==> src/rtl/core/tcw_pkg.sv <==
// Text console writer: shared widths, command codes, character codes and the
// control/status structs between the controller and the datapath.
// No dependencies.
package tcw_pkg;

  // Default screen geometry
  localparam int TCW_COLUMNS = 80;
  localparam int TCW_ROWS    = 25;

  // Field widths of the request and result channels
  localparam int CMD_W   = 2;
  localparam int CHAR_W  = 8;
  localparam int COLOR_W = 4;
  localparam int ATTR_W  = 8;
  localparam int TROW_W  = 5;
  localparam int TCOL_W  = 7;
  localparam int CELL_W  = CHAR_W + ATTR_W;

  // Configuration port
  localparam int CFG_IDX_W  = 1;
  localparam int CFG_DATA_W = 8;
  localparam logic [CFG_IDX_W-1:0] CFG_CLEAR_ATTR  = 1'b0;
  localparam logic [CFG_IDX_W-1:0] CFG_SCROLL_ATTR = 1'b1;

  // Special characters
  localparam logic [CHAR_W-1:0] CH_NEWLINE   = 8'h0A;
  localparam logic [CHAR_W-1:0] CH_BACKSPACE = 8'h08;

  typedef enum logic [CMD_W-1:0] {
    CMD_PUT   = 2'd0,
    CMD_CLEAR = 2'd1,
    CMD_MOVE  = 2'd2,
    CMD_READ  = 2'd3
  } cmd_t;

  // What a memory sweep writes
  typedef enum logic [1:0] {
    SWP_INIT,
    SWP_CLEAR,
    SWP_SCROLL
  } sweep_mode_t;

  // Controller to datapath
  typedef struct packed {
    logic        capture;
    logic        exec;
    logic        sweep_en;
    sweep_mode_t sweep_mode;
    logic        out_load;
  } tcw_ctl_t;

  // Datapath to controller
  typedef struct packed {
    cmd_t cmd;
    logic needs_scroll;
    logic sweep_last;
    logic out_free;
  } tcw_sts_t;

endpackage

==> src/rtl/core/tcw_ctrl.sv <==
// Text console writer controller: request sequencing, memory sweeps and
// result hand-off. Depends on tcw_pkg.
module tcw_ctrl import tcw_pkg::*; (
  input  logic     clk,
  input  logic     rst_n,
  input  logic     in_valid,
  output logic     in_ready,
  input  tcw_sts_t sts,
  output tcw_ctl_t ctl
);

  typedef enum logic [2:0] {
    S_INIT,
    S_IDLE,
    S_EXEC,
    S_SWEEP,
    S_FINISH
  } state_t;

  state_t      state_r, state_nxt;
  sweep_mode_t sweep_mode_r, sweep_mode_nxt;

  // Next state and commands
  always_comb begin
    state_nxt      = state_r;
    sweep_mode_nxt = sweep_mode_r;
    in_ready       = 1'b0;
    ctl            = '0;
    ctl.sweep_mode = sweep_mode_r;
    case (state_r)
      S_INIT: begin
        ctl.sweep_en = 1'b1;
        if (sts.sweep_last) begin
          state_nxt = S_IDLE;
        end
      end
      S_IDLE: begin
        in_ready    = 1'b1;
        ctl.capture = in_valid;
        if (in_valid) begin
          state_nxt = S_EXEC;
        end
      end
      S_EXEC: begin
        ctl.exec = 1'b1;
        if (sts.cmd == CMD_CLEAR) begin
          sweep_mode_nxt = SWP_CLEAR;
          state_nxt      = S_SWEEP;
        end else if (sts.needs_scroll) begin
          sweep_mode_nxt = SWP_SCROLL;
          state_nxt      = S_SWEEP;
        end else if (sts.cmd == CMD_READ) begin
          // read data lands in the next cycle
          state_nxt = S_FINISH;
        end else if (sts.out_free) begin
          ctl.out_load = 1'b1;
          state_nxt    = S_IDLE;
        end else begin
          state_nxt = S_FINISH;
        end
      end
      S_SWEEP: begin
        ctl.sweep_en = 1'b1;
        if (sts.sweep_last) begin
          state_nxt = S_FINISH;
        end
      end
      S_FINISH: begin
        if (sts.out_free) begin
          ctl.out_load = 1'b1;
          state_nxt    = S_IDLE;
        end
      end
      default: begin
        state_nxt = S_IDLE;
      end
    endcase
  end

  // State register
  always_ff @(posedge clk) begin
    if (!rst_n) begin
      state_r      <= S_INIT;
      sweep_mode_r <= SWP_INIT;
    end else begin
      state_r      <= state_nxt;
      sweep_mode_r <= sweep_mode_nxt;
    end
  end

endmodule

==> config.mk <==
export PLATFORM = sky130hd
export DESIGN_NAME = tcw_ctrl
export DESIGN_NICKNAME = d
export VERILOG_FILES = /design/src/rtl/core/tcw_pkg.sv /design/src/rtl/core/tcw_ctrl.sv
export SDC_FILE = /design/constraint.sdc
export NUM_CORES = 1
export LEC_CHECK = 0
export BUFFER_PORTS_ARGS = -buffer_cell sky130_fd_sc_hd__buf_2
export CAP_MARGIN = 20
export CORE_MARGIN = 5
export CORE_UTILIZATION = 25
export CTS_BUF_LIST = sky130_fd_sc_hd__clkbuf_4 sky130_fd_sc_hd__clkbuf_8 sky130_fd_sc_hd__clkbuf_16
export DETAILED_ROUTE_END_ITERATION = 10
export SLEW_MARGIN = 5
export SYNTH_ARGS = -nofsm -noshare
export SYNTH_HDL_FRONTEND = slang
export SYNTH_SLANG_ARGS = --single-unit
==> constraint.sdc <==
create_clock -name clk -period 1.8 [get_ports clk]
set_clock_uncertainty 0.2 [all_clocks]
set_input_delay 0 -clock clk [delete_from_list [all_inputs] [get_ports clk]]
set_output_delay 0 -clock clk [all_outputs]
set_load 0.02 [all_outputs]
==> flow_summary.ini <==
[logic_synthesis]
synth_warnings = 0
syn_inst = 41
postSynthAreaPerCell_um2 = 8.819
synthAdderAreaFrac_pct = 0
yosys-top-cells-count = dfxtp_1, a31oi_1
synth_simple_gate_area_share_pct = 35.64
synthesis.nets = 49
yosys.area.top_type = dfxtp_1
synth_top_family_by_area = simple AND/OR/NAND/NOR gates
synth_xor_area_share_pct = 2.422
synth_compound_area_share_pct = 22.84
synth-seq-area-share_pct = 27.68
synth_area_um2 = 361.6
synthFlopType = dfxtp_1
ys_seq_elements = 5
synthArstFlopShare_pct = 0
synth.top_cell.area_share_pct = 27.68
synthTopCellsByArea = dfxtp_1, a31oi_1, and2b_1
muxShareOfSynthArea_pct = 2.768
synth.distinct_cells = 30
post-synth-top-count-cell = dfxtp_1
synth_edf_count = 0

[clock_network]
path_clk_slew_ns = 0.05
postCtsSetupBuffers = 0
cts_inserted_buffers = 3
cts_tree = done
htreeDepth = 1
cts_num_sinks = 5
clk_latency_ns = 0.24
clk_path_buf_depth = 2
cts_root_buffer = clkbuf_4

[floorplan]
die_y_um = 48.03
placeableCoreArea_um2 = 1334
dieArea_um2 = 2307
initial_core_util_pct = 27.11
num_rows = 13
pin_count = 15
die_x_um = 48.03

[sta]
fmax_mhz = 583.8
whs_ns = 0.02060
slew_headroom_pct = 76.57
tightest_slew_ns = 0.3510
rsz0062_at_grt = no
drv_slew = 0
fin_crit_sh_pct = 95.16
finalHoldViolations = 0
period_needed_ns = 1.713
finalSetupViolCount = 0
setup_tns_ns = 0

[place]
port_buffers = 14
place_congestion = 0.8220
dpl.cell_count = 69
dp_hpwl_um = 711.9

[grt]
overflow = 0
antenna_found_initial = 0
grt_pass1_wl_um = 1511
first_global_vias = 365
grt_max_degree = 11
grt_usage_pct = 9.269

[setup_path]
cp-end-kind = output pin
required_ns = 1.60
critPathKind = reg2out
cp_max_fo = 6
r2r_slack_ns = 0.25
r2r_end = state_r[1]$_SDFFE_PN0P_
arrival_ns = 1.51
worst-r2r-cell-count = 4
endpoint = ctl[0]
startpoint_type = flop
startpoint = state_r[1]$_SDFFE_PN0P_
rr_startpoint = state_r[1]$_SDFFE_PN0P_

[pwr]
p_per_area_nw_per_um2 = 713.5
ir_worst_vdd_mv = 0.2599
power_leakage_nw = 0.2409

[min_path]
hp-class = in2reg

[route]
drt_iter0_drc = 4
routed_wl_um = 921
first_pass_iters = 4
drt-wirelength-per-cell_um = 11.96
vias_per_cell = 4.909
ant_nets = 0
drcViolationCount = 0
vias = 378

[final_layout]
instances_no_fill = 77
area_growth_pct = 41.52
final_nets = 71
num-fill-cells = 150
drive_gt1_share_pct = 40.32
antenna_cells = 0

[job]
maxCapViolCount = 0

[outcome]
status = finished clean
## how the worst min path moves through the flow
stage / startpoint / cells past startpoint / slack, ns / end
after floorplan: rst_n / 2 / -0.07 / sweep_mode_r[0]$_SDFFE_PN0P_
after global placement: rst_n / 3 / 0.08 / sweep_mode_r[0]$_SDFFE_PN0P_
after detailed placement: rst_n / 3 / 0.08 / sweep_mode_r[0]$_SDFFE_PN0P_
after CTS: in_valid / 4 / 0.01 / state_r[1]$_SDFFE_PN0P_
after global routing: sts[3] / 4 / 0.04 / sweep_mode_r[0]$_SDFFE_PN0P_
final: sts[3] / 4 / 0.02 / sweep_mode_r[0]$_SDFFE_PN0P_
## metrics by stage
| stage | utilization (%) | area (µm²) | worst slack, ns | total power, mW |
|---|---|---|---|---|
| 6_report | 38.37 | 511.7 | 0.08718 | 0.3651 |
| 5_1_grt | 38.37 | 511.7 | 0.02754 | 0.3875 |
| 4_1_cts | 38.37 | 511.7 | 0.08230 | 0.3716 |
| 3_5_place_dp | 33.11 | 441.7 | 0.2612 | 0.2159 |
| 3_3_place_gp | 33.11 | 441.7 | 0.2875 | 0.2148 |
| 2_1_floorplan | - | 361.6 | 0.2602 | 0.1886 |
## per-layer routing
layer	wire length (µm)	track usage, %
met3	48	3.383
met1	420	10.75
met2	452	15.57
met4	0	3.226
met5	0	0
## kinds of logic after synthesis
logic type,after synthesis
AOI/OAI and AO/OA,12
xor gates and xnor gates,1
buffers and inverters,5
DFF,5
muxes,1
and+or+nand+nor,17
## layout by cell type (no fill, tap or decap), types with 2 or more instances in the layout
| master | n |
|---|---|
| inv_1 | 2 |
| nor2_1 | 2 |
| buf_4 | 2 |
| nand3b_1 | 2 |
| buf_2 | 14 |
| dlygate4sd3_1 | 4 |
| dfxtp_1 | 5 |
| and2b_1 | 2 |
| a31oi_1 | 3 |
| a21oi_1 | 2 |
| clkbuf_4 | 4 |
## worst max-delay path: stages (launching register included)
cell	delay (ns)
dfxtp_1	0.42
or3b_4	0.42
o22ai_1	0.12
and3b_1	0.17
buf_2	0.16
## cell type report
cell class | instances | area (µm²) | share of cell area [%]
Clock buffer | 4 | 30.03 | 5.868
Inverter | 2 | 7.507 | 1.467
Multi-Input combinational cell | 31 | 230.2 | 44.99
Sequential cell | 5 | 100.1 | 19.56
Tap cell | 15 | 18.77 | 3.667
Timing Repair Buffer | 20 | 125.1 | 24.45
## state kept, by name, indices dropped and copies added (netlist names)
signal	cells
state_r	3
sweep_mode_r	2
## what timing repair did
item | in CTS | in global routing
hold buffers | 4 | 0
hold endpoints to repair | 5 | 0
gates resized for setup | 0 | 0
## where the power goes
part | switching, mW | internal, mW
clock | 0.0451 | 0.0988
sequential | 0.0108 | 0.117
combinational | 0.0486 | 0.0451
total | 0.104 | 0.261
Power figures use the tool's default switching activity.
